===== src/battery_led_bar_animator_top_defines.svh =====
// ----------------------------------------------------------------------------
// Battery LED bar animator - assertion macros
// Shared concurrent assertion forms, clocked on aclk, quiet during reset.
// ----------------------------------------------------------------------------
`ifndef BATTERY_LED_BAR_ANIMATOR_TOP_DEFINES_SVH
`define BATTERY_LED_BAR_ANIMATOR_TOP_DEFINES_SVH

// cond must hold at every clock edge out of reset
`define BLA_ASSERT_HOLDS(label, cond, msg) \
    label: assert property (@(posedge aclk) disable iff (!aresetn) (cond)) \
        else $error(msg);

// ante at one edge implies cons at the same edge
`define BLA_ASSERT_IMPLIES(label, ante, cons, msg) \
    label: assert property (@(posedge aclk) disable iff (!aresetn) (ante) |-> (cons)) \
        else $error(msg);

// ante at one edge implies cons at the next edge
`define BLA_ASSERT_NEXT(label, ante, cons, msg) \
    label: assert property (@(posedge aclk) disable iff (!aresetn) (ante) |=> (cons)) \
        else $error(msg);

`endif


===== src/bla_pkg.sv =====
// ----------------------------------------------------------------------------
// Battery LED bar animator package
// Types, event codes, register indexes and timing constants.
// ----------------------------------------------------------------------------
`default_nettype none

package bla_pkg;

    localparam int LED_COUNT = 5;
    localparam int LEVEL_STEP = 100 / LED_COUNT;

    localparam int STARTUP_ON_MS = 500;
    localparam int STARTUP_END_MS = 1000;

    typedef logic [LED_COUNT-1:0] led_t;

    localparam led_t CRIT_PAT_A = led_t'(8'h0A);
    localparam led_t CRIT_PAT_B = led_t'(8'h15);
    localparam led_t LOW_LED = led_t'(8'h01);

    typedef enum logic [2:0] {
        MODE_TICK     = 3'd0,
        MODE_LEVEL    = 3'd1,
        MODE_CHARGING = 3'd2,
        MODE_CRITICAL = 3'd3,
        MODE_EMPTY    = 3'd4,
        MODE_NUMBER   = 3'd5,
        MODE_STARTUP  = 3'd6
    } mode_e;

    typedef enum logic [1:0] {
        CFG_CHARGE_STEP   = 2'd0,
        CFG_EMPTY_STEP    = 2'd1,
        CFG_CRITICAL_GAP  = 2'd2,
        CFG_CRITICAL_BLINK = 2'd3
    } cfg_idx_e;

    typedef struct packed {
        logic [15:0] charge_step_ms;
        logic [15:0] empty_step_ms;
        logic [15:0] critical_gap_ms;
        logic [15:0] critical_blink_ms;
    } cfg_t;

    typedef struct packed {
        logic        level_mode;
        logic [2:0]  anim_step;
        logic [15:0] anim_elapsed;
        logic [15:0] critical_elapsed;
        logic        startup_active;
        logic [10:0] startup_elapsed;
        logic [7:0]  charge_level;
        logic [7:0]  shown_number;
        logic        charging_on;
        logic        critical_on;
        logic        empty_on;
        led_t        last_pattern;
    } state_t;

endpackage

`default_nettype wire


===== src/bla_update.sv =====
// ----------------------------------------------------------------------------
// Battery LED bar animator - event and display update
// Applies one event to the display state and works out the new pattern.
// ----------------------------------------------------------------------------
`default_nettype none

module bla_update (
    input  bla_pkg::state_t    state_i,
    input  bla_pkg::cfg_t      cfg_i,
    input  logic [2:0]         mode_i,
    input  logic [7:0]         value_i,
    output bla_pkg::state_t    state_o
);
    import bla_pkg::*;

    state_t      st;
    led_t        bars;
    logic [2:0]  step_inc;
    logic [15:0] crit_wait;

    always_comb begin
        st = state_i;
        bars = '0;
        step_inc = '0;
        crit_wait = '0;

        // event
        unique case (mode_i)
            MODE_TICK: begin
                if (st.anim_elapsed != '1) st.anim_elapsed = st.anim_elapsed + 16'd1;
                if (st.critical_elapsed != '1) begin
                    st.critical_elapsed = st.critical_elapsed + 16'd1;
                end
                if (st.startup_elapsed != '1) begin
                    st.startup_elapsed = st.startup_elapsed + 11'd1;
                end
            end
            MODE_LEVEL: begin
                if (!st.level_mode) begin
                    st.level_mode = 1'b1;
                    st.anim_step = '0;
                    st.anim_elapsed = '0;
                end
                st.charge_level = value_i;
            end
            MODE_CHARGING: begin
                st.charging_on = value_i[0];
                st.anim_step = '0;
                st.anim_elapsed = '0;
            end
            MODE_CRITICAL: begin
                st.critical_on = value_i[0];
                st.anim_step = '0;
                st.anim_elapsed = '0;
            end
            MODE_EMPTY: begin
                st.empty_on = value_i[0];
                st.anim_step = '0;
                st.anim_elapsed = '0;
            end
            MODE_NUMBER: begin
                st.shown_number = value_i;
                st.level_mode = 1'b0;
                st.anim_step = '0;
                st.anim_elapsed = '0;
            end
            MODE_STARTUP: begin
                st.startup_active = 1'b1;
                st.startup_elapsed = '0;
            end
            default: begin
            end
        endcase

        // display
        if (st.startup_active) begin
            if (st.startup_elapsed > 11'(STARTUP_END_MS)) begin
                // sequence over: pattern left as it was for this transaction
                st.startup_active = 1'b0;
            end else if (st.startup_elapsed > 11'(STARTUP_ON_MS)) begin
                st.last_pattern = '0;
            end else begin
                st.last_pattern = '1;
            end
        end else if (st.level_mode) begin
            for (int i = 0; i < LED_COUNT; i++) begin
                bars[i] = st.charge_level > 8'(i * LEVEL_STEP);
            end

            if (st.charging_on) begin
                if (st.anim_elapsed > cfg_i.charge_step_ms) begin
                    step_inc = st.anim_step + 3'd1;
                    st.anim_step = (step_inc == 3'(LED_COUNT + 1)) ? 3'd0 : step_inc;
                    st.anim_elapsed = '0;
                end
                // thermometer mask; the step at the bar width shows the whole level bar
                bars = (bars | LOW_LED) & led_t'((8'd1 << st.anim_step) - 8'd1);
            end else if (st.empty_on) begin
                if (st.anim_elapsed > cfg_i.empty_step_ms) begin
                    st.anim_step = (st.anim_step == 3'd0) ? 3'd1 : 3'd0;
                    st.anim_elapsed = '0;
                end
                bars = (st.anim_step == 3'd0) ? led_t'(0) : (bars | LOW_LED);
            end

            if (st.critical_on && st.anim_step <= 3'd4) begin
                crit_wait = (st.anim_step == 3'd0) ? cfg_i.critical_gap_ms
                                                   : cfg_i.critical_blink_ms;
                if (st.anim_step == 3'd1 || st.anim_step == 3'd3) begin
                    bars = CRIT_PAT_A;
                end else if (st.anim_step == 3'd2 || st.anim_step == 3'd4) begin
                    bars = CRIT_PAT_B;
                end
                if (st.critical_elapsed > crit_wait) begin
                    st.anim_step = (st.anim_step == 3'd4) ? 3'd0 : st.anim_step + 3'd1;
                    st.critical_elapsed = '0;
                end
            end
            st.last_pattern = bars;
        end else begin
            st.last_pattern = st.shown_number[LED_COUNT-1:0];
        end
    end

    assign state_o = st;

endmodule

`default_nettype wire


===== src/battery_led_bar_animator_top.sv =====
// ----------------------------------------------------------------------------
// Battery LED bar animator - top level
// Five-LED charge bar driven by tick, level, flag, number and power-up events.
// ----------------------------------------------------------------------------
//  channel  direction  handshake          payload
//  s_       in         s_valid/s_ready    s_mode[2:0], s_value[7:0]
//  m_       out        m_valid/m_ready    m_leds[4:0], m_in_startup
//  cfg_     in         cfg_wr_en          cfg_index[1:0], cfg_wdata[15:0]
//
//  One result transaction per input transaction. One transaction per cycle
//  sustained while the m_ side does not stall: input register, then one pass of the
//  update logic into the state register, whose pattern drives the m_ port.
//  Synchronous active-low reset restores state_reg, valid flags, cfg defaults.
//  A stalled m_ side holds the result; s_ready still takes one more
//  transaction into the input register.
// ----------------------------------------------------------------------------
`default_nettype none

`include "battery_led_bar_animator_top_defines.svh"

module battery_led_bar_animator_top (
    input  logic                         aclk,
    input  logic                         aresetn,
    input  logic                         cfg_wr_en,
    input  logic [1:0]                   cfg_index,
    input  logic [15:0]                  cfg_wdata,
    input  logic                         s_valid,
    output logic                         s_ready,
    input  logic [2:0]                   s_mode,
    input  logic [7:0]                   s_value,
    output logic                         m_valid,
    input  logic                         m_ready,
    output logic [bla_pkg::LED_COUNT-1:0] m_leds,
    output logic                         m_in_startup
);
    import bla_pkg::*;

    cfg_t       cfg_reg;
    logic       in_vld_reg;
    logic [2:0] in_mode_reg;
    logic [7:0] in_value_reg;
    logic       out_vld_reg;
    state_t     state_reg;
    state_t     state_next;
    logic       pipe_adv;
    logic       step_en;

    assign pipe_adv = !out_vld_reg || m_ready;
    assign step_en  = in_vld_reg && pipe_adv;
    assign s_ready  = !in_vld_reg || pipe_adv;

    always_ff @(posedge aclk) begin
        if (!aresetn) begin
            cfg_reg.charge_step_ms    <= 16'd200;
            cfg_reg.empty_step_ms     <= 16'd500;
            cfg_reg.critical_gap_ms   <= 16'd1000;
            cfg_reg.critical_blink_ms <= 16'd100;
        end else if (cfg_wr_en) begin
            unique case (cfg_idx_e'(cfg_index))
                CFG_CHARGE_STEP:    cfg_reg.charge_step_ms    <= cfg_wdata;
                CFG_EMPTY_STEP:     cfg_reg.empty_step_ms     <= cfg_wdata;
                CFG_CRITICAL_GAP:   cfg_reg.critical_gap_ms   <= cfg_wdata;
                CFG_CRITICAL_BLINK: cfg_reg.critical_blink_ms <= cfg_wdata;
                default: begin
                end
            endcase
        end
    end

    always_ff @(posedge aclk) begin
        if (!aresetn) begin
            in_vld_reg <= 1'b0;
        end else if (s_ready) begin
            in_vld_reg <= s_valid;
        end
    end

    always_ff @(posedge aclk) begin
        if (s_valid && s_ready) begin
            in_mode_reg  <= s_mode;
            in_value_reg <= s_value;
        end
    end

    bla_update u_update (
        .state_i (state_reg),
        .cfg_i   (cfg_reg),
        .mode_i  (in_mode_reg),
        .value_i (in_value_reg),
        .state_o (state_next)
    );

    // the state register doubles as the result register
    always_ff @(posedge aclk) begin
        if (!aresetn) begin
            out_vld_reg <= 1'b0;
            state_reg   <= '0;
        end else begin
            if (pipe_adv) out_vld_reg <= in_vld_reg;
            if (step_en) state_reg <= state_next;
        end
    end

    assign m_valid      = out_vld_reg;
    assign m_leds       = state_reg.last_pattern;
    assign m_in_startup = state_reg.startup_active;

    `BLA_ASSERT_HOLDS(a_step_range, state_reg.anim_step <= 3'(LED_COUNT), "anim_step out of range")
    `BLA_ASSERT_IMPLIES(a_startup_bound, state_reg.startup_active, state_reg.startup_elapsed <= 11'(STARTUP_END_MS), "power-up still active past its end")
    `BLA_ASSERT_NEXT(a_state_hold, !step_en, $stable(state_reg), "state moved without a transaction")
    `BLA_ASSERT_NEXT(a_in_hold, in_vld_reg && !pipe_adv, in_vld_reg && $stable(in_mode_reg) && $stable(in_value_reg), "input register lost a stalled transaction")

endmodule

`default_nettype wire

===== config.mk =====
export PLATFORM = sky130hd
export DESIGN_NAME = battery_led_bar_animator_top
export DESIGN_NICKNAME = d
export VERILOG_FILES = /design/src/bla_pkg.sv /design/src/bla_update.sv /design/src/battery_led_bar_animator_top.sv
export VERILOG_INCLUDE_DIRS = /design/src /design/src/src
export SDC_FILE = /design/constraint.sdc
export NUM_CORES = 1
export LEC_CHECK = 0
export ABC_AREA = 1
export BUFFER_PORTS_ARGS = -buffer_cell sky130_fd_sc_hd__buf_4
export CAP_MARGIN = 10
export CORE_MARGIN = 2
export CORE_UTILIZATION = 30
export DETAILED_ROUTE_END_ITERATION = 16
export MAX_ROUTING_LAYER = met4
export PLACE_DENSITY_LB_ADDON = 0.1
export REMOVE_ABC_BUFFERS = 1
export SYNTH_ARGS = -nofsm -noshare
export SYNTH_HDL_FRONTEND = slang
export SYNTH_HIERARCHICAL = 1
export SYNTH_SLANG_ARGS = --single-unit

===== constraint.sdc =====
create_clock -name aclk -period 6.82 [get_ports aclk]
set_clock_uncertainty 0.1 [all_clocks]
set_input_delay 0 -clock aclk [delete_from_list [all_inputs] [get_ports aclk]]
set_output_delay 0 -clock aclk [all_outputs]
set_load 0.02 [all_outputs]

==> results.py, run 1 <==
metrics = {
    "outcome": {
        "violations": "negative hold slack",
        "status": "finished, violations left",
    },
    "layout": {
        "fin_nets": 1855,
        "diodes": 0,
        "design_area_mm2": 0.0123,
        "area_growth_pct": 16.7,
        "largest_reg_flops": 64,
        "drive_gt1_share_pct": 10.6,
        "fillCellCount": 3841,
    },
    "drt": {
        "drt_iter0_drc": 591,
        "routedWlPerCell_um": 13.1,
        "vias": 10100,
        "drc_errors": 0,
        "routed_wirelength_um": 29100,
        "vias_per_cell": 4.53,
        "final_antenna_net_count": 0,
        "firstDrtPassIters": 5,
    },
    "cts": {
        "path_clk_slew_ps": 60,
        "cts_buffer_depth": 2,
        "cts.root.buffer_cell": "clkbuf_16",
        "worstSkewPairLatency_ps": 450,
        "cts_sinks": 146,
        "htree_levels": 4,
        "cts_tree": "built",
        "cts_buffers": 17,
    },
    "timing": {
        "max_freq_mhz": 162,
        "hold_viol": 7,
        "tightest_slew_ps": 1130,
        "setup_viol": 0,
        "setup_tns_ps": 0,
        "timing.final.crit_share_pct": 90.6,
        "relSlewSlack_pct": 24.3,
        "timing.hold.ws_ps": -12.6,
        "fin_crit_ps": 6180,
        "maxSlewViolCount": 0,
    },
    "synth": {
        "yosysWarningCount": 6,
        "syn_area_mm2": 0.0106,
        "syn_inst": 1708,
        "postSynthAreaPerCell_um2": 6.18,
    },
    "run": {
        "max_cap_viol_count": 0,
    },
    "global_route": {
        "overflow": 0,
        "met2_usage_pct": 26.3,
        "top_usage_layer": "met2",
        "grt_use_total_pct": 16.8,
        "grt_pass1_vias": 9223,
        "grtUsageMet1_pct": 22.5,
        "grt_pass1_wl_um": 47900,
        "grt_max_degree": 107,
        "use_met3_pct": 2.39,
        "antenna_found_initial": 0,
    },
    "worst_setup_path": {
        "critPathCaptureType": "flip-flop",
        "crit_path_top_delay_cell": "dfxtp_1",
        "crit_path_frequent_cell": "nand2_1",
        "criticalPathCategory": "flip-flop to flip-flop",
        "start_kind": "flip-flop",
        "crit_buf_inv": 7,
        "arrival_ps": 6450,
        "cp_slowest_stage_delay_ps": 420,
        "crit_fanout": 12,
        "cp.required_ps": 7090,
        "crit_family": "simple AND/OR/NAND/NOR gates",
    },
    "floorplanning": {
        "die_area_mm2": 0.0367,
        "io_pins": 42,
        "chipWidth_um": 192,
        "num_rows": 68,
        "start_util_pct": 30.5,
        "core_area_mm2": 0.0346,
        "die_h_um": 192,
    },
    "power_and_ir_drop": {
        "leakage_nw": 6.03,
        "powerDensity_mw_per_mm2": 200,
        "ir_drop_v": 0.000181,
    },
    "placed_design": {
        "io_buffer_count": 41,
        "place_area_mm2": 0.0113,
        "place_congestion": 0.850,
        "hpwlAfterDp_um": 20400,
    },
    "min_path": {
        "hp-class": "input pin to flip-flop",
    },
}
-- stage by stage --
step                      power [mW]  setup WS [ps]  hold slack, ps  instances  util (%)
after floorplan                 1.34           1280           -15.9       1632         -
after global placement          1.51            470            78.3       2154      32.5
after detailed placement        1.52            345            79.9       2154      32.5
after CTS                       2.49            306           0.939       2223      35.2
after global routing            2.62          -42.0            28.7       2230      35.6
final                           2.47            638           -12.6       2230      35.6
-- cells in the final DEF (no fill, tap or decap), types with 5 or more instances in the layout --
cell type,n
dlygate4sd3_1,37
nor2_2,11
o22ai_1,5
dfxtp_1,132
clkbuf_16,18
nand2_2,8
a21oi_1,128
nand4_1,25
o21ai_0,23
clkinvlp_4,5
xnor2_1,5
nand3_2,7
inv_1,277
buf_4,74
inv_2,22
mux2i_1,15
nand3_1,168
o211ai_1,5
nand2_1,402
nor3_1,10
a22oi_1,5
xor2_1,13
or2_2,9
nor2_1,234
edfxtp_1,11
ha_1,57
o21ai_1,9
-- layer usage --
| layer | part of all wire [%] | wire [um] |
|---|---|---|
| met4 | 1.3 | 382 |
| met1 | 52 | 15100 |
| met5 | 0 | 0 |
| met3 | 2.0 | 571 |
| met2 | 45 | 13100 |
-- worst register-to-register path: cells and delay by family (launching register included) --
| family | cells | cell delay (ps) |
|---|---|---|
| simple gates | 22 | 2720 |
| fa+ha+maj | 4 | 870 |
| buf+inv | 7 | 830 |
| compound gates | 5 | 830 |
| flops | 1 | 420 |
| mux | 1 | 300 |
| xor+xnor | 1 | 60 |
-- cell type report --
type | instances | area [um2] | area share (%)
Clock buffer | 21 | 472 | 3.83
Clock inverter | 11 | 104 | 0.843
Inverter | 302 | 1140 | 9.24
Multi-Input combinational cell | 1184 | 6070 | 49.3
Sequential cell | 146 | 3040 | 24.7
Tap cell | 455 | 569 | 4.62
Timing Repair Buffer | 111 | 926 | 7.52
-- what timing repair did --
item,4_1_cts,5_1_grt
setup endpoints to repair,0,19
hold buffers,37,0
gates resized for setup,0,14
buffers inserted,0,7
hold endpoints to repair,76,0
-- final timing paths --
check / slack (ps) / to / startpoint / cells after the start
setup / recovery: 640 / state_reg[68] / state_reg[52] / 40
hold / removal: -10 / cfg_reg[48] / aresetn / 3
setup reg to reg: 640 / state_reg[68] / state_reg[52] / 40
hold reg to reg: 360 / cfg_reg[55] / cfg_reg[55] / 2
-- power by group --
group / leakage (nW) / internal (mW) / switching (mW) / total [mW]
clock network: 0.267 / 0.534 / 0.406 / 0.940
registers: 1.22 / 0.917 / 0.0487 / 0.965
logic: 4.55 / 0.225 / 0.338 / 0.563
total: 6.03 / 1.68 / 0.793 / 2.47
Note: power is estimated with default switching activity, not from simulation.
==> run 2, diff against run 1 <==
--- a/config.mk
+++ b/config.mk
@@ -17,5 +17,4 @@
 export REMOVE_ABC_BUFFERS = 1
 export SYNTH_ARGS = -nofsm -noshare
 export SYNTH_HDL_FRONTEND = slang
-export SYNTH_HIERARCHICAL = 1
 export SYNTH_SLANG_ARGS = --single-unit
==> run 2 against run 1 <==
The run now ends clean. Total power is 12% lower. Largest power group is now clock. Critical path type unchanged. Maximum frequency is 0.49% higher. Clock power is 0.6% higher. Utilization is 0.83 points higher. Combinational power is 47% lower. Critical endpoint is now state_reg[49]. Final cell count is 20% lower. Non-clock buffer count is 20 lower.
==> results.py, run 2 <==
metrics = {
    "synth": {
        "ys_top_cells_by_area": "dfxtp_1 (30%), nand2_1 (13%), ha_1 (8.3%)",
        "synth_edf_count": 11,
        "ys_ff_latch": 146,
        "synthAdderAreaFrac_pct": 8.32,
        "ys_seq_area_share_pct": 34.2,
        "async_reset_ff_share_pct": 0,
        "postSynthAreaPerCell_um2": 6.73,
        "synth_xor_xnor_area_share_pct": 1.09,
        "synth_most_common_cell": "nand2_1",
        "synth_top_area_share_pct": 30.5,
        "yosys-top-cells-count": "nand2_1 (301), inv_1 (196), dfxtp_1 (135)",
        "yosys.area_share.simple_pct": 26.0,
        "synth_top_family_by_area": "simple AND/OR/NAND/NOR gates",
        "syn_area_mm2": 0.00887,
        "synth_compound_area_share_pct": 18.9,
        "ys_types": 45,
        "synthFlopType": "dfxtp_1",
        "yosysWarningCount": 0,
        "synth_mux_area_share_pct": 0.353,
        "synth_top_cell_by_area": "dfxtp_1",
        "syn_inst": 1318,
    },
    "layout": {
        "diodes": 0,
        "final_cells": 1779,
        "area_growth_pct": 18.7,
        "fin_nets": 1475,
        "largest_reg_flops": 64,
        "fillCellCount": 3166,
        "drive_gt1_share_pct": 8.89,
        "layout_common_cells": "nand2_1 (300), inv_1 (196), dfxtp_1 (135)",
        "final_common_cell": "nand2_1",
    },
    "global_route": {
        "grt_pass1_wl_um": 40900,
        "grt_use_total_pct": 17.1,
        "grt_pass1_vias": 7938,
        "grt_max_degree": 76,
        "overflow": 0,
        "antenna_found_initial": 0,
    },
    "worst_setup_path": {
        "cp.required_ps": 7020,
        "arrival_ps": 6360,
        "cp_slowest_stage_delay_ps": 490,
        "crit_family": "simple AND/OR/NAND/NOR gates",
        "criticalPathCategory": "flip-flop to flip-flop",
        "start_kind": "flip-flop",
        "crit_path_frequent_cell": "nand2_1",
        "crit_path_top_delay_cell": "edfxtp_1",
        "crit_fanout": 30,
        "critPathCaptureType": "flip-flop",
        "crit_buf_inv": 6,
    },
    "cts": {
        "cts.root.buffer_cell": "clkbuf_16",
        "htree_levels": 4,
        "cts_tree": "built",
        "worstSkewPairLatency_ps": 440,
        "path_clk_slew_ps": 70,
        "cts_sinks": 146,
        "cts_buffer_depth": 2,
        "cts_buffers": 17,
    },
    "floorplanning": {
        "start_util_pct": 30.7,
        "die_h_um": 176,
        "io_pins": 42,
        "num_rows": 62,
        "core_area_mm2": 0.0289,
        "die_area_mm2": 0.0310,
        "chipWidth_um": 176,
    },
    "drt": {
        "routed_wirelength_um": 24800,
        "drc_errors": 0,
        "vias": 8287,
        "final_antenna_net_count": 0,
        "firstDrtPassIters": 5,
        "routedWlPerCell_um": 13.9,
        "drt_iter0_drc": 433,
        "vias_per_cell": 4.66,
    },
    "min_path": {
        "hp-class": "input pin to flip-flop",
    },
    "timing": {
        "maxSlewViolCount": 0,
        "grt_setup_unrepaired": "false",
        "setup_tns_ps": 0,
        "setup_viol": 0,
        "relSlewSlack_pct": 33.5,
        "hold_viol": 0,
        "max_freq_mhz": 163,
        "tightest_slew_ps": 997,
        "timing.final.crit_share_pct": 90.2,
        "fin_crit_ps": 6150,
    },
    "placed_design": {
        "io_buffer_count": 41,
        "place_congestion": 0.852,
        "hpwlAfterDp_um": 17600,
        "dp.cells": 1705,
    },
    "run": {
        "max_cap_viol_count": 0,
    },
    "power_and_ir_drop": {
        "total_power_mw": 2.17,
        "ir_drop_v": 0.000164,
        "powerDensity_mw_per_mm2": 206,
        "leakage_nw": 4.68,
    },
    "outcome": {
        "status": "finished clean",
    },
}
-- run 2: layout make-up --
class                      count  area (um2)  area share, %
tap                          384         480           4.56
multi-input combinational    918        4870           46.2
sequential                   146        3030           28.8
clock buffer                  17         425           4.04
clock inverter                15         148           1.40
inverter                     208         783           7.44
timing repair buffer          91         796           7.56
-- run 2: final timing paths --
path,from,end,slack [ps],cells after the start
min,s_value[6],in_value_reg[6],180,2
max,in_mode_reg[2],state_reg[49],670,37
max reg2reg,in_mode_reg[2],state_reg[49],670,37
min reg2reg,cfg_reg[4],cfg_reg[4],360,2
-- run 2: cells by family after synthesis --
group / count (synthesis)
and+or+nand+nor: 538
AOI/OAI and AO/OA: 307
buffers and inverters: 254
DFF: 146
adders and majority gates: 59
xor gates and xnor gates: 11
muxes: 3
-- run 2: power by group --
part / total, mW / internal (mW) / switching, mW / leakage [nW]
sequential: 0.924 / 0.903 / 0.0206 / 1.21
combinational: 0.301 / 0.110 / 0.191 / 3.19
clock: 0.946 / 0.514 / 0.432 / 0.279
-- run 2: per-stage QoR --
| step | hold slack (ps) | setup WS, ps | cell area [um2] | utilization (%) |
|---|---|---|---|---|
| floorplan | -15.9 | 1210 | 8670 | - |
| global placement | 79.9 | 480 | 9540 | 33.0 |
| detailed placement | 79.5 | 461 | 9540 | 33.0 |
| CTS | 152 | 435 | 10500 | 36.3 |
| global route | 166 | 20.1 | 10500 | 36.4 |
| finish | 181 | 668 | 10500 | 36.4 |
-- run 2: what timing repair did --
action,CTS,global route
setup endpoints to repair,0,18
gates resized for setup,0,4
buffers inserted,0,2
endpoints found under the hold margin,93,0
hold buffers,40,0
-- run 2: layer usage --
metal | global-route usage (%) | up-vias | part of all wire (%)
met3 | 2.73 | 14 | 2.3
met1 | 23.2 | 3725 | 52
met2 | 26.6 | 95 | 45
met4 | 4.03 | 0 | 0.74
met5 | - | - | 0
li1 | - | 4453 | -
-- run 2: worst reg2reg max path: cells and delay by family (launching register included) --
family / cells / cell delay (ps)
simple gates: 20 / 2430
compound gates: 8 / 1300
buf+inv: 6 / 810
fa+ha+maj: 3 / 860
flops: 1 / 490
